**src/design/pik_pkg.sv**
```systemverilog
// shared constants, types and the arctangent table for the planar arm solver
`timescale 1ns / 1ps
package pik_pkg;

  localparam int LINK_ONE_LEN = 5820;
  localparam int LINK_TWO_LEN = 5735;
  localparam int RETREAT_STEP = 26;
  localparam int CORDIC_ITERS = 16;

  localparam int POS_MIN = 2560;
  localparam int POS_MAX = 10240;
  localparam int X_FLOOR = 256;
  localparam int Y_FLOOR = 1280;

  localparam int REACH_FAR  = (LINK_ONE_LEN + LINK_TWO_LEN) * (LINK_ONE_LEN + LINK_TWO_LEN);
  localparam int REACH_NEAR = (LINK_ONE_LEN - LINK_TWO_LEN) * (LINK_ONE_LEN - LINK_TWO_LEN);
  localparam int L_SQ_SUM   = LINK_ONE_LEN * LINK_ONE_LEN + LINK_TWO_LEN * LINK_TWO_LEN;
  localparam int L_SQ_DIFF  = LINK_ONE_LEN * LINK_ONE_LEN - LINK_TWO_LEN * LINK_TWO_LEN;
  localparam int FOUR_L1_SQ = 4 * LINK_ONE_LEN * LINK_ONE_LEN;
  localparam longint DEN_E    = 2 * longint'(LINK_ONE_LEN) * longint'(LINK_TWO_LEN);
  localparam longint DEN_E_SQ = DEN_E * DEN_E;
  localparam longint PI_Q24   = 52707179;

  localparam int MUL_W  = 34;
  localparam int PROD_W = 2 * MUL_W;
  localparam int SQ_W   = 56;  // must be even
  localparam int ROOT_W = SQ_W / 2;
  localparam int ANG_W  = 32;
  localparam int ACC_W  = 44;

  localparam logic [1:0] REG_W_SHOULDER = 2'd0;
  localparam logic [1:0] REG_W_ELBOW    = 2'd1;
  localparam logic [1:0] REG_W_WRIST    = 2'd2;

  typedef struct packed {
    logic busy;
    logic done;
  } pik_stat_t;

  // arctan(2^-i) in 2^-24 rad
  function automatic logic signed [ANG_W-1:0] atan_step(input int i);
    logic signed [ANG_W-1:0] r;
    case (i)
      0: r = 32'sd13176795;
      1: r = 32'sd7778716;
      2: r = 32'sd4110060;
      3: r = 32'sd2086331;
      4: r = 32'sd1047214;
      5: r = 32'sd524117;
      6: r = 32'sd262123;
      7: r = 32'sd131069;
      default: r = (i <= 24) ? ANG_W'(32'sd1 <<< (24 - i)) : '0;
    endcase
    return r;
  endfunction

endpackage

```
**src/design/pik_mul.sv**
```systemverilog
// shared signed multiplier with registered product
`timescale 1ns / 1ps
module pik_mul (
  input  logic                              clk_i,
  input  logic signed [pik_pkg::MUL_W-1:0]  a_i,
  input  logic signed [pik_pkg::MUL_W-1:0]  b_i,
  output logic signed [pik_pkg::PROD_W-1:0] p_o
);
  import pik_pkg::*;

  always_ff @(posedge clk_i) begin
    p_o <= PROD_W'(a_i) * PROD_W'(b_i);
  end

endmodule

```
**config.mk**
```make
export PLATFORM = sky130hd
export DESIGN_NAME = pik_mul
export DESIGN_NICKNAME = d
export VERILOG_FILES = /design/src/design/pik_pkg.sv /design/src/design/pik_mul.sv
export SDC_FILE = /design/constraint.sdc
export NUM_CORES = 2
export LEC_CHECK = 0
export ABC_AREA = 1
export ABC_CLOCK_PERIOD_IN_PS = 7750
export BUFFER_PORTS_ARGS = -buffer_cell sky130_fd_sc_hd__buf_2
export CORE_MARGIN = 2
export CORE_UTILIZATION = 25
export CTS_BUF_LIST = sky130_fd_sc_hd__clkbuf_8
export CTS_CLUSTER_SIZE = 28
export DETAILED_ROUTE_END_ITERATION = 12
export GPL_TIMING_DRIVEN = 0
export HOLD_SLACK_MARGIN = 0.05
export SYNTH_ARGS = -nofsm -noshare
export SYNTH_HDL_FRONTEND = slang
export SYNTH_SLANG_ARGS = --single-unit
```
**constraint.sdc**
```tcl
create_clock -name clk_i -period 7.75 [get_ports clk_i]
set_clock_uncertainty 0.2 [all_clocks]
set_input_delay 1.1625 -clock clk_i [delete_from_list [all_inputs] [get_ports clk_i]]
set_output_delay 1.1625 -clock clk_i [all_outputs]
set_load 0.01 [all_outputs]
```
# == Yosys cells after proc, flatten, opt, wreduce, memory -nomap -nowiden ==
# Cells that the tools add are included.
# classes
n_addsub,0
multipliers,1
div,0
n_lt_le_gt_ge,0
n_eq_ne,0
shift,0
mux,0
n_bitwise,0
n_reduce_logical,0
# ops
op,count
34-bit by 34-bit multiplier with 68-bit output,1
# word_totals
register_bits,68
latchBits,0
ram_bits,0
romBits,0
input_bits,69
output_inout_bits,68
wordCells,2
mem_count,0

# == Longest topological paths before layout ==
# logic_depth
depth_word,1
mapped_depth,35
ltp_nobuf,33

# == Worst setup path after synthesis ==
# Ideal clock, no wire load.
# synth_path
path_kind,input port to flip-flop
startpoint,in a_i[33] in the netlist's numbering
endpoint,reg p_o[66] in the netlist's numbering
arrival_time_ps,7873
required_time_ps,7438
setup_slack_ps,-436
stages,24
path_buffers,2
path_cell_list,clkbuf_1 clkbuf_1 nand2_1 inv_1 fa_1 fa_1 fa_1 fa_1 inv_1 fa_1 fa_1 inv_1 fa_1 fa_1 ha_1 nand2_1 nor2_1 inv_1 nor2_2 nand2_1 nor3_1 nand2_2 nand3_1 nand2_1
# synth_via
elab_chain_len,1
# synth_rtl
element,line,rtl
"start, declared",pik_mul.sv:5,"input logic signed [pik_pkg::MUL_W-1:0] a_i,"
34-bit by 34-bit multiplier with 68-bit output,pik_mul.sv:12,p_o <= PROD_W'(a_i) * PROD_W'(b_i);
"end signal, assigned",pik_mul.sv:12,
"end, declared",pik_mul.sv:7,output logic signed [pik_pkg::PROD_W-1:0] p_o
# Every way passes these cells.

# == Worst setup path in the final report ==
# layout_path
startpoint,in a_i[32] in the netlist's numbering
endpoint,reg p_o[52] in the netlist's numbering
# Same word-level chain as after synthesis.

==> results.md <==
* Antenna Violating Nets Remaining at 0
* Outcome: finished clean
* Die span in y at 434 um
* Routed vias/inst at between 4 and 5
* Root Buffer: clkbuf_8
* Worst Hold Class: input pin to flip-flop
* Biggest register: p_o
* Synth unique cells at 32
* Worst-path fanout max at 10
* Util after Layout at a little under a third
* Synth area leaders: fa_1 54%, inv_1 17%, nand2_1 13%, ha_1 5.5%, dfxtp_1 2.9%
* Crit start category: input pin
* Synthesized area at 46,200 um^2
* Clock slew at reported path FFs at 0.08 ns
* Commonest cells in the netlist: 2,116 x inv_1, 1,661 x nand2_1, 1,241 x fa_1
* Req. time, crit path at around 7.8 ns
* Worst-Margin Slew at 1.35 ns
* CP Class: input pin to flip-flop
* Count leader, synth: inv_1
* Post-synth EDFFs at 0
* DRC viols at 0
* Vias at 38.3k
* Grt total ovfl at 0
* Initial antenna violation count at 11
* Hold_ws at 1.07 ns
* Gr usage total at 21.3%
* TritonCTS Buffers at 9
* Die Area at between 150,000 and 200,000 um^2
* CP Capture Type: flip-flop
* Max Clk Rate at 0.130 GHz
* DRT iter0 DRCs at ~3.5k
* Port Buf Inserts at 69
* First-pass GRT wire length at 287,000 um
* Number of max-cap violations at 0
* H-tree levels at 3
* DR WL/cell at 22.9 um
* Pre-CTS setup slack at -2.24 ns
* Fin crit share at just under 100%
* DRT Wirelength at 197,000 um
* Starting Density at 25.2%
* Avg Cell Area, Syn at 7.74 um^2
* Count of endpoints failing setup in the final report at 0
* Largest register FFs at 68
* Register area share after synthesis at between 2 and 3%
* Largest net degree at the start of global routing at 18
* Main flop type after synthesis: dfxtp_1
* Placer congestion estimate at 1.01
* Post-detail-place hpwl at ~170,000 um
* CTS tree: built
* Hold Path Stages at 3
* Top-area cell type share of the netlist area at 53.7%
* Core area at 183,000 um^2
* Layout cells sized above 1 at 15.2%
* Clock Sinks at 68
* Hold buffers post-CTS at 0
* Async SR Flop Fraction at 0%
* Unrepaired setup endpoints after global routing: true
* Worst slew margin at just over 10%
* DIE WIDTH at roughly 430 um
* Maximum buffer depth of the clock tree at 2
* Fin. Hold Viols at 0
* Setup slack after layout at 0.0776 ns
* Cell count after synthesis at ~6k
* Final Net Count at 7,672
* Regs by FF count: p_o: 68 flops
* # IOs at 137
* Vias in the first global route at approximately 40k
* Fillers at 19.6k
* Synth Net Count at ~7.5k
* DRT Pass-1 Iters at 5
* Synthesis Warnings at 0
* Tmin final at about 7.7 ns
* Arr. time, crit path at 7.69 ns
* #FFs+latches synth at ~70
* Max Slew Vio Count at 0
* # rows at 157
* Synth-to-Final Area Change at 20.0%
* Yosys top cell by area: fa_1
[routing by layer]
metal / up-vias / GRT usage, % / part of all wire (%)
li1: 16400 / - / -
met1: 19600 / 26.6 / 38
met2: 1807 / 34.5 / 45
met3: 515 / 4.62 / 9.2
met4: 14 / 11.1 / 7.0
met5: - / 0 / 0.11
[stage by stage]
step | setup TNS, ns | instance area, um^2 | instances
after floorplan | 0 | 46300 | 5972
after global placement | -96.48 | 49700 | 8505
after detailed placement | -94.79 | 49700 | 8505
after CTS | -0.0298 | 53400 | 8571
after global routing | -0.401 | 55500 | 8627
final | 0 | 55500 | 8630
[critical path: stages]
cell and delay [ns]:
clkbuf_8 0.17, clkbuf_16 0.21, nand2_1 0.12, fa_1 0.56, inv_1 0.06, fa_1 0.53, inv_1 0.05, fa_1 0.55
inv_1 0.06, fa_1 0.48, fa_2 0.59, fa_1 0.46, fa_1 0.51, inv_1 0.10, fa_2 0.64, inv_1 0.09
ha_4 0.32, nand2_2 0.10, nor2_4 0.16, nand2_2 0.13, nor3_4 0.23, nand3_1 0.12, nand4_1 0.10, nand2_1 0.14
[kinds of logic (layout without fill, tap and decap cells)]
family | after synthesis | count (layout) | synth area share (%)
buf+inv | 2390 | 2581 | 19.4
fa+ha+maj | 1445 | 1445 | 59.3
xor+xnor | 35 | 35 | 0.663
flops | 68 | 68 | 2.95
other cells | 0 | 3 | 0
simple gates | 1939 | 1939 | 16.6
compound gates | 95 | 95 | 1.13
[worst paths after layout]
check             startpoint      end  slack (ns)
setup / recovery     a_i[32]  p_o[52]        0.08
hold / removal        a_i[0]   p_o[0]        1.07
[cell usage in the layout, fill, tap and decap left out, drive strengths merged]
cell	netlist	routed
nand4	19	19
bufinv	0	2
clkinvlp	0	4
diode	0	3
o21bai	11	11
a21o	1	1
nand3b	3	3
a21oi	63	63
buf	2	279
nor3	22	22
or2	8	8
dfxtp	68	68
nand2b	1	1
inv	2119	2118
fa	1241	1241
and2	1	1
nor2	124	124
nand3	77	77
o21a	1	1
nor4	1	1
xnor2	2	2
clkbuf	269	176
clkinv	0	2
nand2	1683	1683
ha	204	204
xor2	33	33
o21ai	19	19
[layout make-up]
cell class              count  area (um^2)  share of cell area, %
multi-input cells        3514        37900                   68.4
clock buffers               9          124                  0.223
diodes                      3         7.51                 0.0135
plain buffers             271         3610                   6.52
well taps                2464         3080                   5.56
flip-flops and latches     68         1360                   2.45
repair buffers            175         1290                   2.32
clock inverters             7         98.8                  0.178
inverters                2119         7980                   14.4
[repair_timing]
item                                    4_1_cts  5_1_grt
buffers inserted                             48       55
gates resized for setup                     880      548
gates cloned                                  2        1
endpoints found under the setup margin       55       48
pin swaps                                    42      126
Power is left out: the tool's default activity adds up to more than one toggle a clock period on the data nets, which glitch-free logic cannot reach.
