[src/design/pik_pkg.sv]
// shared constants, types and the arctangent table for the planar arm solver
`timescale 1ns / 1ps
package pik_pkg;

  localparam int LINK_ONE_LEN = 5820;
  localparam int LINK_TWO_LEN = 5735;
  localparam int RETREAT_STEP = 26;
  localparam int CORDIC_ITERS = 16;

  localparam int POS_MIN = 2560;
  localparam int POS_MAX = 10240;
  localparam int X_FLOOR = 256;
  localparam int Y_FLOOR = 1280;

  localparam int REACH_FAR  = (LINK_ONE_LEN + LINK_TWO_LEN) * (LINK_ONE_LEN + LINK_TWO_LEN);
  localparam int REACH_NEAR = (LINK_ONE_LEN - LINK_TWO_LEN) * (LINK_ONE_LEN - LINK_TWO_LEN);
  localparam int L_SQ_SUM   = LINK_ONE_LEN * LINK_ONE_LEN + LINK_TWO_LEN * LINK_TWO_LEN;
  localparam int L_SQ_DIFF  = LINK_ONE_LEN * LINK_ONE_LEN - LINK_TWO_LEN * LINK_TWO_LEN;
  localparam int FOUR_L1_SQ = 4 * LINK_ONE_LEN * LINK_ONE_LEN;
  localparam longint DEN_E    = 2 * longint'(LINK_ONE_LEN) * longint'(LINK_TWO_LEN);
  localparam longint DEN_E_SQ = DEN_E * DEN_E;
  localparam longint PI_Q24   = 52707179;

  localparam int MUL_W  = 34;
  localparam int PROD_W = 2 * MUL_W;
  localparam int SQ_W   = 56;  // must be even
  localparam int ROOT_W = SQ_W / 2;
  localparam int ANG_W  = 32;
  localparam int ACC_W  = 44;

  localparam logic [1:0] REG_W_SHOULDER = 2'd0;
  localparam logic [1:0] REG_W_ELBOW    = 2'd1;
  localparam logic [1:0] REG_W_WRIST    = 2'd2;

  typedef struct packed {
    logic busy;
    logic done;
  } pik_stat_t;

  // arctan(2^-i) in 2^-24 rad
  function automatic logic signed [ANG_W-1:0] atan_step(input int i);
    logic signed [ANG_W-1:0] r;
    case (i)
      0: r = 32'sd13176795;
      1: r = 32'sd7778716;
      2: r = 32'sd4110060;
      3: r = 32'sd2086331;
      4: r = 32'sd1047214;
      5: r = 32'sd524117;
      6: r = 32'sd262123;
      7: r = 32'sd131069;
      default: r = (i <= 24) ? ANG_W'(32'sd1 <<< (24 - i)) : '0;
    endcase
    return r;
  endfunction

endpackage

[src/design/pik_isqrt.sv]
// bit-serial floor square root, one result bit per cycle
`timescale 1ns / 1ps
module pik_isqrt (
  input  logic                             clk_i,
  input  logic                             rst_ni,
  input  logic                             start_i,
  input  logic [pik_pkg::SQ_W-1:0]         v_i,
  output logic [pik_pkg::ROOT_W-1:0]       root_o,
  output pik_pkg::pik_stat_t               stat_o
);
  import pik_pkg::*;

  typedef enum logic {S_IDLE, S_RUN} state_e;

  state_e          state_q;
  logic            done_q;
  logic [SQ_W-1:0] v_q, r_q, b_q;
  logic [SQ_W:0]   sum;
  logic            ge;
  logic [SQ_W-1:0] r_nx, v_nx;

  always_comb begin
    sum  = {1'b0, r_q} + {1'b0, b_q};
    ge   = {1'b0, v_q} >= sum;
    r_nx = ge ? (r_q >> 1) + b_q : r_q >> 1;
    v_nx = ge ? v_q - sum[SQ_W-1:0] : v_q;
  end

  always_ff @(posedge clk_i or negedge rst_ni) begin
    if (!rst_ni) begin
      state_q <= S_IDLE;
      done_q  <= 1'b0;
    end else begin
      done_q <= 1'b0;
      case (state_q)
        S_IDLE: begin
          if (start_i) begin
            v_q     <= v_i;
            r_q     <= '0;
            b_q     <= SQ_W'(1) << (SQ_W - 2);
            state_q <= S_RUN;
          end
        end
        S_RUN: begin
          v_q <= v_nx;
          r_q <= r_nx;
          b_q <= b_q >> 2;
          if (b_q[0]) begin
            root_o  <= r_nx[ROOT_W-1:0];
            done_q  <= 1'b1;
            state_q <= S_IDLE;
          end
        end
        default: state_q <= S_IDLE;
      endcase
    end
  end

  assign stat_o.busy = (state_q != S_IDLE);
  assign stat_o.done = done_q;

endmodule

[config.mk]
export PLATFORM = sky130hd
export DESIGN_NAME = pik_isqrt
export DESIGN_NICKNAME = d
export VERILOG_FILES = /design/src/design/pik_pkg.sv /design/src/design/pik_isqrt.sv
export SDC_FILE = /design/constraint.sdc
export NUM_CORES = 1
export LEC_CHECK = 0
export ABC_AREA = 1
export BUFFER_PORTS_ARGS = -buffer_cell sky130_fd_sc_hd__buf_2
export CAP_MARGIN = 5
export CORE_MARGIN = 1
export CORE_UTILIZATION = 58
export CTS_CLUSTER_SIZE = 12
export DETAILED_ROUTE_END_ITERATION = 16
export PLACE_DENSITY_LB_ADDON = 0.1
export SLEW_MARGIN = 20
export SYNTH_ARGS = -nofsm -noshare
export SYNTH_HDL_FRONTEND = slang
export SYNTH_SLANG_ARGS = --single-unit
[constraint.sdc]
create_clock -name clk_i -period 10.76 [get_ports clk_i]
set_clock_uncertainty 0.1 [all_clocks]
set_input_delay 1.076 -clock clk_i [delete_from_list [all_inputs] [get_ports clk_i]]
set_output_delay 1.076 -clock clk_i [all_outputs]
set_load 0.02 [all_outputs]
-- Word-level counts from Yosys, hierarchy flattened
Cells that the tools add are included.
- bits in registers: 198
- logic and storage cells: 29
- $add $sub $neg: 3
- order comparisons: 1
- eq/ne operators: 2
- muxes and demuxes: 13
- bitwise logic cells: 1
- reduce and logical (&&, ||, !) cells: 3
- operator list (operator ; count):
    one-hot mux 56 bit (2 select lines) ; 3
    2-to-1 mux 56 bit ; 5
    adder 56 x 56 -> 57 bit ; 1
    >= comparator 56 x 57 -> 1 bit ; 1
    adder 55 x 56 -> 56 bit ; 1
    subtractor 56 bit ; 1
    AND reduction 3 bit ; 2
    2-to-1 mux 1 bit ; 4
    != test 2 x 1 -> 1 bit, second input constant ; 1
    != test 2 bit, second input constant ; 1
    one-hot mux 1 bit (2 select lines) ; 1
    AND reduction 2 bit ; 1
    NOT 1 bit ; 1

-- Longest topological paths before layout
- word-level depth: 4
- gate-level depth with buffers: 32
- gate-level depth less buffers: 31

-- Worst setup path before layout
Ideal clock, no wire load.
- kind: input port to flip-flop
- start: in start_i
- end: reg v_q[0] (enable)
- arrival time: 6.056 ns
- required time: 10.250 ns
- setup slack: 4.194 ns
- stages: 4
- path buffers: 0
- cell sequence: nor2_1 > nor2_1 > nand2_1 > inv_1
- word-level cells in the longest chain between the ends: 2
- ends and longest elaborated chain (element ; RTL line ; text):
    start: declaration ; pik_isqrt.sv:6 ; input logic start_i,
    != test 2 bit (no line) ; - ;
    AND reduction 3 bit (no line) ; - ;
    end signal: assignment ; pik_isqrt.sv:38 ; v_q <= v_i;
    end signal: assignment ; pik_isqrt.sv:45 ; v_q <= v_nx;
    end: declaration ; pik_isqrt.sv:17 ; logic [SQ_W-1:0] v_q, r_q, b_q;
No other way between the ends.
A chain may end at the register's enable or synchronous reset.

-- Worst setup path after layout
- start: reg r_q[12]
- end: reg v_q[9] (enable)
- word-level cells in the longest chain between the ends: 4
- ends and longest elaborated chain (element ; RTL line ; text):
    start: declaration ; pik_isqrt.sv:17 ;
    start signal: assignment ; pik_isqrt.sv:46 ; r_q <= r_nx;
    adder 56 x 56 -> 57 bit ; pik_isqrt.sv:23 ; sum = {1'b0, r_q} + {1'b0, b_q};
    >= comparator 56 x 57 -> 1 bit ; pik_isqrt.sv:24 ; ge = {1'b0, v_q} >= sum;
    != test 2 x 1 -> 1 bit (no line) ; - ;
    AND reduction 3 bit (no line) ; - ;
No other way between the ends.

==> reports/metrics.yaml <==
status: "complete, no violations"
clk_path_buf_depth: 2
worstPathArrival_ps: 6180
synth-edff-count: 168
min_path_type: "input port to async pin"
vias: 17800
syn-instance-count: 2512
floorplan.die_area_um2: 30000
cp_max_fo: 56
synth_area_leaders: "edfxtp_1 30%, nand2_1 15%, ha_1 8.4%"
ys_ff_latch: 170
cts_made_buffers: 17
row_count: 62
die_w_um: 173
cp-start-kind: "flip-flop"
synth_xor_area_share_pct: 6.60
slew_viol_final: 0
drt_iter0_drc: 2732
numPlacedInstances: 2956
synth_area_um2: 17000
synthFlopType: "edfxtp_1"
dp_hpwl_um: 46600
wl_per_cell_um: 19.5
syn_area_per_cell_um2: 6.76
synth-simple-area-share_pct: 30.5
synth.distinct_cells: 52
ant_nets: 0
rr_endpoint: "v_q[9]$_DFFE_PP_"
route.detailed.vias_per_inst: 5.96
die_y_um: 173
cts_tree: "done"
drc_errors: 0
io_buffers: 88
place_congestion: 1.06
insertion_delay_ps: 470
grtUsageTotal_pct: 38.8
final_cell_mix: "671 x nand2_1, 352 x inv_1, 273 x nor2_1, 179 x a21oi_1"
synth_top_family_by_area: "simple AND/OR/NAND/NOR gates"
yosysSeqAreaShare_pct: 30.0
cts_hold_buffers: 0
grt_overflow: 0
path_class: "flip-flop to flip-flop"
fmax_ghz: 0.162
cts_setup_buffers: 0
ff2ff_path_depth: 26
required_ps: 10750
setup_tns_ps: 0
io_pins: 89
antenna_found_initial: 0
synth_top_area_cell: "edfxtp_1"
diodes: 0
async_reset_ff_share_pct: 1.18
drive_above_1_share_pct: 7.33
period_minus_slack_ps: 6190
grt_pass1_wl_um: 89900
clock_sinks: 170
area_growth_pct: 8.01
grt_max_degree: 71
worstMarginPinSlew_ps: 900
reg2reg_from: "r_q[12]$_SDFFCE_PN0P_"
end_kind: "flip-flop"
slew-limit-headroom_pct: 39.4
cts-root-buf: "clkbuf_16"
final_cell_count_no_fill: 2988
yosys_warnings: 0
synth_compound_area_share_pct: 15.2
setup_viol: 0
initial_core_util_pct: 59.0
wl_um: 58300
fin_crit_sh_pct: 57.5
final_common_cell: "nand2_1"
maxCapViolCount: 0
dr.pass1.iters: 6
rsz0062_at_grt: "false"
muxShareOfSynthArea_pct: 0
core_um2: 28800
syn_nets: 2686
synth_adder_area_share_pct: 8.52
clk_pin_slew_ps: 70
hold_viol: 0
num-nets-final: 2765
grt_pass1_vias: 16400
r2r_setup_slack_ps: 4570
synth_top_area_share_pct: 29.7
h-tree-depth: 4
cts.repair.resized: 0
[critical path, stage by stage (launching register included)]
cell,delay (ps)
edfxtp_1,530
ha_1,400
nand2_1,100
o21ai_0,350
nand2_1,120
o21a_1,130
o21ai_0,170
a21oi_1,260
o21ai_0,410
a21oi_1,130
xor2_1,170
ha_1,380
nand2_1,90
inv_1,80
nand3_1,120
nor2_1,170
nand2_1,120
nor2_1,110
nand2_1,70
nand3_2,160
nand2_2,90
inv_2,70
nand2_4,300
nand3_2,340
nand2_1,100
inv_2,60
buf_4,610
[synthesized netlist by cell type, types with 15 or more instances]
cell type and number:
nand2_2 15, nor2_1 275, nor3_1 20, xor2_1 76, nand3_1 175, clkbuf_1 20, nand4_1 27, o21bai_1 34
edfxtp_1 168, a31oi_1 20, xnor2_1 52, o21ai_0 175, a21oi_1 179, nand2_1 671, ha_1 114, inv_1 353
[logic make-up after synthesis]
family / count (synthesis)
flip-flops: 170
adder cells (fa/ha/maj): 115
AO/OA/AOI/OAI: 467
XOR/XNOR: 128
buffers and inverters: 397
AND/OR/NAND/NOR: 1235
[layer usage]
layer	part of all wire [%]	GRT usage, %
met3	11	6.97
met2	43	60.2
met1	43	54.3
met5	0	0
met4	3.1	13.8
[final cells by class]
type                            instances  area [µm²]
Sequential cell                       170        5100
Multi-Input combinational cell       1945       10300
Fill cell                            2685       10400
Inverter                              359        1350
Clock inverter                         15         140
Clock buffer                           17         425
Timing Repair Buffer                   98         515
Tap cell                              384         480
[sequential cells by signal, indices dropped and copies added, names as in the netlist]
name,cells
b_q,28
v_q,56
root_o,28
r_q,56
state_q,1
done_q,1
[how the worst max path moves through the flow]
| stage | end | slack (ps) | cells after the start | startpoint |
|---|---|---|---|---|
| finish | v_q[9]$_DFFE_PP_ | 4570 | 26 | r_q[12]$_SDFFCE_PN0P_ |
| global placement | v_q[14]$_DFFE_PP_ | 4780 | 26 | r_q[12]$_SDFFCE_PN0P_ |
| CTS | v_q[13]$_DFFE_PP_ | 4680 | 26 | r_q[12]$_SDFFCE_PN0P_ |
| floorplan | v_q[0]$_DFFE_PP_ | 4190 | 4 | start_i |
| global route | v_q[13]$_DFFE_PP_ | 4060 | 26 | r_q[12]$_SDFFCE_PN0P_ |
| detailed placement | v_q[13]$_DFFE_PP_ | 4710 | 26 | r_q[12]$_SDFFCE_PN0P_ |
[stage by stage]
stage,area [µm²],util [%],worst slack (ps),hold WS (ps)
floorplan,17000,-,4190,408
global placement,17800,61.8,4780,448
detailed placement,17800,61.8,4710,462
CTS,18300,63.7,4680,283
global route,18300,63.7,4060,279
finish,18300,63.7,4570,293
Power is left out: the tool's default activity adds up to more than one toggle a clock period on the data nets, which glitch-free logic cannot reach.
