## src/design/pik_pkg.sv

```systemverilog
// shared constants, types and the arctangent table for the planar arm solver
`timescale 1ns / 1ps
package pik_pkg;

  localparam int LINK_ONE_LEN = 5820;
  localparam int LINK_TWO_LEN = 5735;
  localparam int RETREAT_STEP = 26;
  localparam int CORDIC_ITERS = 16;

  localparam int POS_MIN = 2560;
  localparam int POS_MAX = 10240;
  localparam int X_FLOOR = 256;
  localparam int Y_FLOOR = 1280;

  localparam int REACH_FAR  = (LINK_ONE_LEN + LINK_TWO_LEN) * (LINK_ONE_LEN + LINK_TWO_LEN);
  localparam int REACH_NEAR = (LINK_ONE_LEN - LINK_TWO_LEN) * (LINK_ONE_LEN - LINK_TWO_LEN);
  localparam int L_SQ_SUM   = LINK_ONE_LEN * LINK_ONE_LEN + LINK_TWO_LEN * LINK_TWO_LEN;
  localparam int L_SQ_DIFF  = LINK_ONE_LEN * LINK_ONE_LEN - LINK_TWO_LEN * LINK_TWO_LEN;
  localparam int FOUR_L1_SQ = 4 * LINK_ONE_LEN * LINK_ONE_LEN;
  localparam longint DEN_E    = 2 * longint'(LINK_ONE_LEN) * longint'(LINK_TWO_LEN);
  localparam longint DEN_E_SQ = DEN_E * DEN_E;
  localparam longint PI_Q24   = 52707179;

  localparam int MUL_W  = 34;
  localparam int PROD_W = 2 * MUL_W;
  localparam int SQ_W   = 56;  // must be even
  localparam int ROOT_W = SQ_W / 2;
  localparam int ANG_W  = 32;
  localparam int ACC_W  = 44;

  localparam logic [1:0] REG_W_SHOULDER = 2'd0;
  localparam logic [1:0] REG_W_ELBOW    = 2'd1;
  localparam logic [1:0] REG_W_WRIST    = 2'd2;

  typedef struct packed {
    logic busy;
    logic done;
  } pik_stat_t;

  // arctan(2^-i) in 2^-24 rad
  function automatic logic signed [ANG_W-1:0] atan_step(input int i);
    logic signed [ANG_W-1:0] r;
    case (i)
      0: r = 32'sd13176795;
      1: r = 32'sd7778716;
      2: r = 32'sd4110060;
      3: r = 32'sd2086331;
      4: r = 32'sd1047214;
      5: r = 32'sd524117;
      6: r = 32'sd262123;
      7: r = 32'sd131069;
      default: r = (i <= 24) ? ANG_W'(32'sd1 <<< (24 - i)) : '0;
    endcase
    return r;
  endfunction

endpackage

```

## src/design/pik_cordic.sv

```systemverilog
// iterative vectoring cordic atan2, result in 2^-24 rad
`timescale 1ns / 1ps
module pik_cordic (
  input  logic                             clk_i,
  input  logic                             rst_ni,
  input  logic                             start_i,
  input  logic signed [pik_pkg::ANG_W-1:0] x_i,
  input  logic signed [pik_pkg::ANG_W-1:0] y_i,
  output logic signed [pik_pkg::ANG_W-1:0] z_o,
  output pik_pkg::pik_stat_t               stat_o
);
  import pik_pkg::*;

  localparam int CW   = ANG_W + 3;
  localparam int IT_W = $clog2(CORDIC_ITERS + 1);
  localparam logic signed [CW-1:0] NORM_HI = CW'(1) <<< 30;
  localparam logic signed [CW-1:0] NORM_LO = CW'(1) <<< 29;

  typedef enum logic [1:0] {C_IDLE, C_NORM, C_ITER, C_FIN} state_e;

  state_e                  state_q;
  logic                    done_q;
  logic signed [CW-1:0]    cx_q, cy_q;
  logic signed [ANG_W-1:0] z_q;
  logic                    neg_x_q, neg_y_q, zero_q;
  logic [IT_W-1:0]         it_q;
  logic signed [CW-1:0]    ax, ay, sh_x, sh_y;
  logic signed [ANG_W-1:0] z_fin;

  always_comb begin
    ax    = x_i[ANG_W-1] ? -CW'(x_i) : CW'(x_i);
    ay    = y_i[ANG_W-1] ? -CW'(y_i) : CW'(y_i);
    sh_x  = cx_q >>> it_q;
    sh_y  = cy_q >>> it_q;
    z_fin = z_q;
    if (neg_x_q) z_fin = ANG_W'(PI_Q24) - z_fin;
    if (neg_y_q) z_fin = -z_fin;
    if (zero_q)  z_fin = '0;
  end

  always_ff @(posedge clk_i or negedge rst_ni) begin
    if (!rst_ni) begin
      state_q <= C_IDLE;
      done_q  <= 1'b0;
    end else begin
      done_q <= 1'b0;
      case (state_q)
        C_IDLE: begin
          if (start_i) begin
            cx_q    <= ax;
            cy_q    <= ay;
            neg_x_q <= x_i[ANG_W-1];
            neg_y_q <= y_i[ANG_W-1];
            zero_q  <= (ax == '0) && (ay == '0);
            z_q     <= '0;
            it_q    <= '0;
            state_q <= ((ax == '0) && (ay == '0)) ? C_FIN : C_NORM;
          end
        end
        C_NORM: begin
          if (cx_q >= NORM_HI || cy_q >= NORM_HI) begin
            cx_q <= cx_q >>> 1;
            cy_q <= cy_q >>> 1;
          end else if (cx_q < NORM_LO && cy_q < NORM_LO) begin
            cx_q <= cx_q <<< 1;
            cy_q <= cy_q <<< 1;
          end else begin
            state_q <= C_ITER;
          end
        end
        C_ITER: begin
          if (cy_q >= 0) begin
            cx_q <= cx_q + sh_y;
            cy_q <= cy_q - sh_x;
            z_q  <= z_q + atan_step(int'(it_q));
          end else begin
            cx_q <= cx_q - sh_y;
            cy_q <= cy_q + sh_x;
            z_q  <= z_q - atan_step(int'(it_q));
          end
          it_q <= it_q + 1'b1;
          if (it_q == IT_W'(CORDIC_ITERS - 1)) state_q <= C_FIN;
        end
        C_FIN: begin
          z_o     <= z_fin;
          done_q  <= 1'b1;
          state_q <= C_IDLE;
        end
        default: state_q <= C_IDLE;
      endcase
    end
  end

  assign stat_o.busy = (state_q != C_IDLE);
  assign stat_o.done = done_q;

endmodule

```

## config.mk

```make
export PLATFORM = sky130hd
export DESIGN_NAME = pik_cordic
export DESIGN_NICKNAME = d
export VERILOG_FILES = /design/src/design/pik_pkg.sv /design/src/design/pik_cordic.sv
export SDC_FILE = /design/constraint.sdc
export NUM_CORES = 1
export LEC_CHECK = 0
export ABC_CLOCK_PERIOD_IN_PS = 6900
export BUFFER_PORTS_ARGS = -buffer_cell sky130_fd_sc_hd__buf_2
export CELL_PAD_IN_SITES_DETAIL_PLACEMENT = 0
export CELL_PAD_IN_SITES_GLOBAL_PLACEMENT = 1
export CORE_MARGIN = 8
export CORE_UTILIZATION = 45
export DETAILED_ROUTE_END_ITERATION = 8
export GPL_ROUTABILITY_DRIVEN = 0
export HOLD_SLACK_MARGIN = 0.05
export PLACE_DENSITY = 0.8
export SLEW_MARGIN = 20
export SYNTH_ARGS = -nofsm -noshare
export SYNTH_HDL_FRONTEND = slang
export SYNTH_SLANG_ARGS = --single-unit
```

## constraint.sdc

```tcl
create_clock -name clk_i -period 6.9 [get_ports clk_i]
set_clock_uncertainty 0.15 [all_clocks]
set_input_delay 0.345 -clock clk_i [delete_from_list [all_inputs] [get_ports clk_i]]
set_output_delay 0.345 -clock clk_i [all_outputs]
set_load 0.02 [all_outputs]
```

After elaboration in Yosys (flattened, before gate mapping)
Cells that the tools add are included.
W data, S select, Z words.
{"block": "word_totals", "regBits": 145, "inputBits": 67, "output_inout_bits": 34, "word_cells": 98}
{"block": "op_classes", "add_sub_neg": 12, "magnitude_cmp": 6, "eq_ne": 17, "shift": 3, "mux": 32, "n_reduce_logical": 16}
{"op": "$mux W35", "count": 10}
{"op": "$mux W32", "count": 9}
{"op": "$pmux W32 S8", "count": 1}
{"op": "$pmux W35 S3", "count": 2}
{"op": "$add A35 B35 Y35", "count": 2}
{"op": "$ge A35 B32 Y1 const B", "count": 2}
{"op": "$logic_not A35 Y1", "count": 2}
{"op": "$lt A35 B31 Y1 const B", "count": 2}
{"op": "$neg A32 Y35", "count": 2}
{"op": "$sshr A35 B5 Y35", "count": 2}
{"op": "$sub A35 B35 Y35", "count": 2}
{"op": "$pmux W32 S2", "count": 1}
{"op": "$ge A35 B1 Y1 const B", "count": 1}
{"op": "$add A32 B32 Y32", "count": 1}
{"op": "$neg A32 Y32", "count": 1}
{"op": "$sshl A2 B32 Y32 const A", "count": 1}
{"op": "$sub A27 B32 Y32 const A", "count": 1}
{"op": "$sub A32 B32 Y32", "count": 1}
{"op": "$eq A5 B3 Y1 const B", "count": 4}
{"op": "$eq A5 B2 Y1 const B", "count": 2}
{"op": "$mux W2", "count": 5}
{"op": "$ne A2 B2 Y1 const B", "count": 5}
{"op": "$pmux W5 S2", "count": 1}
{"op": "$pmux W2 S4", "count": 1}
{"op": "other kinds (20)", "count": 25}

Longest topological paths before layout
Gate-level depths: netlist of run 1.
{"block": "depth", "word_depth": 9, "depth_mapped": 32, "mapped_depth_nobuf": 25}

Worst setup path after synthesis of run 1
OpenSTA, ideal clock, no wires.
{"block": "synth_timing", "kind": "register -> register", "from": "reg it_q[1]", "to": "reg z_q[31], data pin", "setup_ns": 0.269, "arrival_ns": 5.855, "required_time_ns": 6.481, "setup_slack_ns": 0.626, "path_stages_with_launch": 32, "n_path_buf": 7, "synth_period_minus_slack_ns": 6.274, "path_cell_list": "edfxtp_1 -> buf_6 -> buf_8 -> buf_12 -> buf_8 -> buf_8 -> buf_6 -> inv_1 -> ha_1 -> clkbuf_1 -> nor3b_1 -> o21ai_0 -> a21oi_1 -> a21oi_1 -> a31oi_1 -> inv_1 -> ha_1 -> a31oi_1 -> o21bai_1 -> nor2_1 -> xor2_1 -> ha_1 -> a21oi_1 -> o21ai_0 -> a221oi_1 -> o21a_1 -> o21ai_0 -> a221o_1 -> a31o_2 -> a21oi_1 -> nand2_1 -> nor3b_1"}
{"block": "synth_between", "elab_chain_len": 9, "elab_cells_between_ends": 21, "cone_classes": "add/sub: 3; order compare: 1; eq/ne: 7; shift: 1; mux: 8; reduce/logical: 1"}
{"item": "start, declared", "line_no": "pik_cordic.sv:26", "rtl": "logic [IT_W-1:0] it_q;"}
{"item": "start signal, assigned", "line_no": "pik_cordic.sv:81", "rtl": "it_q <= it_q + 1'b1;"}
{"item": "$sub A5 B5 Y6", "line_no": "pik_pkg.sv:52", "rtl": "default: r = (i <= 24) ? ANG_W'(32'sd1 <<< (24 - i)) : '0;"}
{"item": "$sshl A2 B32 Y32", "line_no": "pik_pkg.sv:52"}
{"item": "$mux W32", "line_no": "pik_pkg.sv:52"}
{"item": "$pmux W32 S8 (*)", "line_no": "pik_pkg.sv:43", "rtl": "case (i)"}
{"item": "$mux W32", "line_no": "pik_cordic.sv:72", "rtl": "if (cy_q >= 0) begin"}
{"item": "$mux W32", "line_no": "pik_cordic.sv:47", "rtl": "case (state_q)"}
{"item": "$sub A32 B32 Y32 or $add A32 B32 Y32 (tied branches)", "line_no": "pik_cordic.sv:79, pik_cordic.sv:75"}
{"item": "$mux W32 (*)", "line_no": "pik_cordic.sv:72"}
{"item": "$pmux W32 S2 (*)", "line_no": "pik_cordic.sv:47"}
{"item": "end signal, assigned", "line_no": "pik_cordic.sv:75", "rtl": "z_q <= z_q + atan_step(int'(it_q));"}
{"item": "end signal, assigned", "line_no": "pik_cordic.sv:79", "rtl": "z_q <= z_q - atan_step(int'(it_q));"}
{"item": "end, declared", "line_no": "pik_cordic.sv:24", "rtl": "logic signed [ANG_W-1:0] z_q;"}
Every way passes the cells marked *; elsewhere a longest branch is shown, timed or not. The select of a mux whose other input is x is not followed.
A chain may end at the register's enable or synchronous reset.

Worst setup path in the final report of run 1
{"block": "layout_timing", "from": "reg it_q[1]", "to": "reg cy_q[34], data pin"}
{"block": "layout_between", "elab_chain_len": 4, "elab_cells_between_ends": 5, "cone_classes": "add/sub: 2; shift: 1; mux: 2"}
{"item": "$sshr A35 B5 Y35 (*)", "line_no": "pik_cordic.sv:33", "rtl": "sh_x = cx_q >>> it_q;"}
{"item": "$add A35 B35 Y35 or $sub A35 B35 Y35 (tied branches)", "line_no": "pik_cordic.sv:78, pik_cordic.sv:74"}
{"item": "$mux W35 (*)", "line_no": "pik_cordic.sv:72"}
{"item": "$pmux W35 S3 (*)", "line_no": "pik_cordic.sv:47"}
{"item": "end signal, assigned", "line_no": "pik_cordic.sv:51", "rtl": "cy_q <= ay;"}
{"item": "end signal, assigned", "line_no": "pik_cordic.sv:74", "rtl": "cy_q <= cy_q - sh_x;"}
{"item": "end signal, assigned", "line_no": "pik_cordic.sv:78", "rtl": "cy_q <= cy_q + sh_x;"}
{"item": "end, declared", "line_no": "pik_cordic.sv:23", "rtl": "logic signed [CW-1:0] cx_q, cy_q;"}
Every way passes the cells marked *; elsewhere a longest branch is shown, timed or not.

==> summary.md, run 1 <==
| Metric | Value |
|---|---|
| Status | `completed` |
| CP peak stage delay | `0.77 ns` |
| Inserted Clock Buffers | `17` |
| Detailed-route wire length | `84500 um` |
| Setup CP Type | `reg -> reg` |
| Global-route wire length before repair | `130000 um` |
| Post-layout util | `49.1%` |
| Top cell by count, worst path | `o21ai_0` |
| Vias in the first global route | `22600` |
| Yosys top cell area share | `18.7%` |
| Worst Hold Class | `in -> reg` |
| Post-synthesis sequential area ratio | `19.0%` |
| R2R depth | `19` |
| Vias per Instance | `6.64` |
| Startpoint types | `register` |
| Row cnt | `82` |
| Slew HR | `25.8%` |
| Port buffer count | `100` |
| Data required, critical path | `6.98 ns` |
| Period utilisation layout | `95.2%` |
| WL/cell | `23.7 um` |
| Synth async-reset ratio | `2.07%` |
| Synth unique cells | `98` |
| Drc violations | `0` |
| Min-delay src | `y_i[0]` |
| Post-synth top area cell | `edfxtp_1` |
| Sink Count | `145` |
| Height of the chip | `241 um` |
| Synthesized area | `22800 um2` |
| Critical-path top delay cell | `a221oi_1` |
| Max Fanout on Critical Path | `65` |
| Top FF cell, synth | `edfxtp_1` |
| Layout area overhead | `7.91%` |
| Largest net degree at the start of global routing | `69` |
| H-tree level count | `4` |
| Fraction of layout instances using a drive strength above 1 | `12.5%` |
| Seq cells post-synth | `145` |
| Setup TNS Final | `0 ns` |
| Gr usage total | `28.6%` |
| DRT Pass-1 Iters | `6` |
| Reg2reg start | `it_q[1]` |
| Via count | `23700` |
| Worst Tran Pin Value | `1.11 ns` |
| Starting Density | `45.5%` |
| Remaining global-route overflow | `0` |
| Critical path data arrival time | `6.66 ns` |
| Final setup violation count | `0` |
| Post-synthesis average cell area | `7.96 um2` |
| Root Driver | `clkbuf_16` |
| EDFF count, synth | `142` |
| Reg2reg end | `cy_q[34]` |
| Count leader, synth | `nand2_1` |
| I/O pin count | `101` |
| Initial antenna violation count | `1` |
| Synth area leaders | `edfxtp_1 19%, mux4_2 7.4%, ha_1 6.4%` |
| Worst-path clk slew | `0.07 ns` |
| Fin. max-slew vios | `0` |
| Routed Antenna Nets | `0` |
| RSZ-0062 raised after global routing | `no` |
| Fmax | `0.152 GHz` |
| Synth Net Count | `3051` |
| CTS tree | `built` |
| Width of the die | `241 um` |
| Starting DRC count in detailed routing | `2851` |
| HPWL Detailed | `64300 um` |
| Pre-CTS WS | `0.453 ns` |
| Die area | `58100 um2` |
| Top cells by count, synth | `338 x nand2_1, 263 x a21oi_1, 262 x nor2_1` |
| Deepest clock path buffer count | `2` |
| Yosys warns | `0` |
| Worst hold path depth | `3` |
| Core Region | `50100 um2` |
| Max-Cap Viols | `0` |
| # nets final | `3064` |
| Setup Buffers After CTS | `0` |
| CP Capture Type | `register` |
| Worst setup margin | `0.328 ns` |
| R2r setup slk | `0.33 ns` |
| Hold endpoint | `cy_q[0]` |
| Fin crit period | `6.57 ns` |
| Final hold violation count | `0` |
| CP cell instances | `clkbuf_16 > buf_6 > mux4_2 > mux2i_1 > a221oi_1 > o21bai_1 > ha_1 > mux2_2 > fa_1 > nand2b_1 > a21oi_1 > o21ai_0 > o21ai_0 > a21oi_1 > o31ai_1 > o21ai_0 > o21ai_0 > xor2_1 > o21ai_1` |
| Worst-skew pair later-pin latency | `0.51 ns` |
| Cells after Synth | `2864` |
-- layer usage --
| metal | global-route usage [%] | part of all wire, % | routed length [um] | vias up |
|---|---|---|---|---|
| met2 | 45.6 | 45 | 38400 | 1278 |
| met3 | 5.88 | 8.5 | 7190 | 322 |
| met5 | 0 | 0 | 0 | - |
| li1 | - | - | - | 10800 |
| met1 | 34.2 | 39 | 32600 | 11200 |
| met4 | 20.0 | 7.6 | 6420 | 0 |
-- logic make-up after synthesis --
kind of cell               count (synthesis)  synth area share, %
and+or+nand+nor                          974                 20.3
AOI/OAI and AO/OA                        925                 26.3
xor gates and xnor gates                 273                 10.6
buffers and inverters                    254                 4.77
muxes                                    173                 12.4
DFF                                      145                 19.0
adders and majority gates                120                 6.69
-- sequential cells by signal, summed over array words and instances, names as in the netlist --
register,count
cy_q,35
zero_q,1
z_o,32
it_q,5
neg_x_q,1
done_q,1
cx_q,35
neg_y_q,1
z_q,32
state_q,2
-- layout make-up --
cell class,instances,area (um2)
inverter,78,293
multi-input combinational,2465,17500
fill,4949,25500
timing repair buffer,170,1090
tap,672,841
clock inverter,14,144
sequential,145,4340
clock buffer,18,429
antenna,1,2.50
-- timing repair --
| action | 4_1_cts | 5_1_grt |
|---|---|---|
| gates resized for setup | 0 | 10 |
| endpoints found under the setup margin | 0 | 9 |
| hold endpoints to repair | 3 | 0 |
| hold buffers | 2 | 0 |
-- cells in the final DEF (no fill, tap or decap), types with 42 or more instances in the layout --
cell	synthesis	final
nand2b_1	48	48
nor2_1	262	259
a21o_1	60	60
edfxtp_1	142	142
a31oi_1	44	43
a21oi_1	263	262
mux2i_1	67	67
xor2_1	106	106
xnor2_1	166	166
nand3_1	42	42
ha_1	117	114
inv_1	72	72
buf_4	2	63
buf_2	12	100
o21ai_0	200	200
nand2_1	338	338
mux4_2	75	75
o31ai_1	47	47
nor3_1	52	51
-- worst max path at each step --
stage | from | endpoint | slack (ns) | cells past startpoint
floorplan | it_q[1] | z_q[31] | 0.63 | 31
global placement | it_q[0] | cx_q[34] | 0.50 | 20
detailed placement | it_q[0] | cx_q[34] | 0.45 | 20
CTS | it_q[0] | cx_q[34] | 0.43 | 20
global route | it_q[0] | z_q[31] | 0.04 | 24
finish | it_q[1] | cy_q[34] | 0.33 | 19
-- through the flow --
stage	instances	hold slack, ns	area (um2)
6_report	3563	0.109	24600
2_1_floorplan	2864	-0.101	22800
3_3_place_gp	3528	0.0143	23900
5_1_grt	3562	0.109	24600
4_1_cts	3562	0.0576	24500
3_5_place_dp	3528	0.0175	23900
-- worst max-delay path, delay by kind of cell (launching register included) --
kind,cells,cell delay (ns)
compound gates,10,3.19
fa+ha+maj,2,0.75
mux,3,0.73
buf+inv,2,0.65
flops,1,0.41
simple gates,1,0.19
xor+xnor,1,0.17
Power of run 1 is not shown: default switching activity piles up to over one toggle a cycle in this logic, so the estimate is an artifact.
==> run 2, diff against run 1 <==
Settings changed: ABC_CLOCK_PERIOD_IN_PS 6900 to 7900, CTS_BUF_LIST set to sky130_fd_sc_hd__clkbuf_8.
Clock period 6.9 ns to 7.9 ns, I/O delays scaled along.
==> run 2 against run 1 <==
Effect of this change:
- global-route usage fell by 0.055 points
- routed wire length rose by 0.84%
- design area down 1.4%
- critical path depth is 3 higher
- critical path type unchanged
==> summary.md, run 2 (same netlist as run 1, synthesis figures left out) <==
| Metric | Value |
|---|---|
| Pre-CTS WS | `0.946 ns` |
| Core Region | `50100 um2` |
| Setup CP Type | `reg -> reg` |
| Commonest non-fill, non-tap cell in the layout | `nand2_1` |
| Worst Tran Pin Value | `1.16 ns` |
| Commonest non-fill, non-tap cells in the layout | `338 x nand2_1, 262 x a21oi_1, 259 x nor2_1` |
| Status | `completed` |
| Worst setup margin | `0.768 ns` |
| Critical path data arrival time | `7.29 ns` |
| Width of the die | `241 um` |
| Starting Density | `45.5%` |
| Gr usage total | `28.5%` |
| Worst-skew pair later-pin latency | `0.58 ns` |
| WL/cell | `24.1 um` |
| Largest net degree at the start of global routing | `71` |
| Via count | `23700` |
| Initial antenna violation count | `4` |
| Setup TNS Final | `0 ns` |
| Height of the chip | `241 um` |
| Remaining global-route overflow | `0` |
| Starting DRC count in detailed routing | `2994` |
| H-tree level count | `4` |
| # nets final | `3043` |
| Vias in the first global route | `22300` |
| Slew HR | `20.8%` |
| Inserted Clock Buffers | `17` |
| Port buffer count | `100` |
| Worst-path clk slew | `0.10 ns` |
| CTS resizes | `0` |
| CTS tree | `built` |
| Sink Count | `145` |
| Global-route wire length before repair | `130000 um` |
| Final setup violation count | `0` |
| Layout area overhead | `6.39%` |
| Drc violations | `0` |
| Setup Buffers After CTS | `0` |
| Fraction of layout instances using a drive strength above 1 | `11.7%` |
| CP Capture Type | `register` |
| Row cnt | `82` |
| Fin. max-slew vios | `0` |
| DRT Pass-1 Iters | `8` |
| Max-Cap Viols | `0` |
| Largest registers | `cx_q (35), cy_q (35)` |
| Final hold violation count | `0` |
| Fmax | `0.140 GHz` |
| Deepest clock path buffer count | `2` |
| Root Driver | `clkbuf_8` |
| HPWL Detailed | `64400 um` |
| Data required, critical path | `8.06 ns` |
| Worst Hold Class | `in -> reg` |
| Routed Antenna Nets | `0` |
| I/O pin count | `101` |
| Period utilisation layout | `90.3%` |
| Detailed-route wire length | `85200 um` |
| Fin crit period | `7.13 ns` |
| RSZ-0062 raised after global routing | `no` |
| Max Fanout on Critical Path | `61` |
| Vias per Instance | `6.70` |
| Startpoint types | `register` |
| Hold buffer count at cts | `3` |
| Die area | `58100 um2` |
[run 2: cell count changes in the layout (fill, tap and decap cells not counted), sizes merged]
cell         change
buf             -21
clkbuf           -2
clkinv           +2
clkinvlp         -2
dlygate4sd3      +1
inv              +1
[run 2: path summary, 6_finish.rpt]
| kind | slack, ns | startpoint | cells after the start | end |
|---|---|---|---|---|
| setup reg to reg | 0.77 | it_q[0] | 22 | z_q[31] |
| hold reg to reg | 0.41 | state_q[0] | 2 | state_q[0] |
| min in group asynchronous | 0.61 | rst_ni | 3 | done_q |
| hold / removal | 0.1 | x_i[0] | 3 | cx_q[0] |
| setup / recovery | 0.77 | it_q[0] | 22 | z_q[31] |
| max in group asynchronous | 6.84 | rst_ni | 3 | state_q[0] |
[run 2: stage by stage]
step	utilization, %	cells	hold WS, ns	area, um2
2_1_floorplan	-	2864	-0.0506	22800
3_3_place_gp	47.5	3505	0.0603	23800
3_5_place_dp	47.5	3505	0.0654	23800
4_1_cts	48.3	3540	0.0526	24200
5_1_grt	48.4	3542	0.0767	24200
6_report	48.4	3542	0.0999	24200
[run 2: metal layers]
metal	track usage [%]	share of wire (%)
met1	34.1	38
met2	46.0	46
met3	6.04	9.3
met4	18.7	7.4
met5	0.336	0.062
[run 2: worst max-delay path: stages, from the launching register on]
cell,delay (ns)
edfxtp_1,0.42
buf_12,0.23
inv_1,0.08
buf_4,0.26
ha_1,0.66
nor2_1,0.15
a31oi_1,0.58
o41ai_1,0.23
nor4b_1,0.47
and4_1,0.33
a41oi_1,0.32
o31ai_1,0.39
xor2_1,0.24
ha_1,0.33
and4_1,0.22
a221oi_1,0.35
o21a_1,0.17
o21ai_0,0.19
a221o_1,0.40
a31o_2,0.26
a21oi_1,0.19
nand2_1,0.06
nor3b_1,0.13
[run 2: cell type report]
cell class | count | area (um2)
Tap cell | 672 | 841
Multi-Input combinational cell | 2465 | 17400
Inverter | 78 | 293
Sequential cell | 145 | 4340
Clock buffer | 17 | 234
Clock inverter | 15 | 178
Antenna cell | 1 | 2.50
Timing Repair Buffer | 149 | 933
Fill cell | 5057 | 25800
Power of run 2 is left out for the same reason.
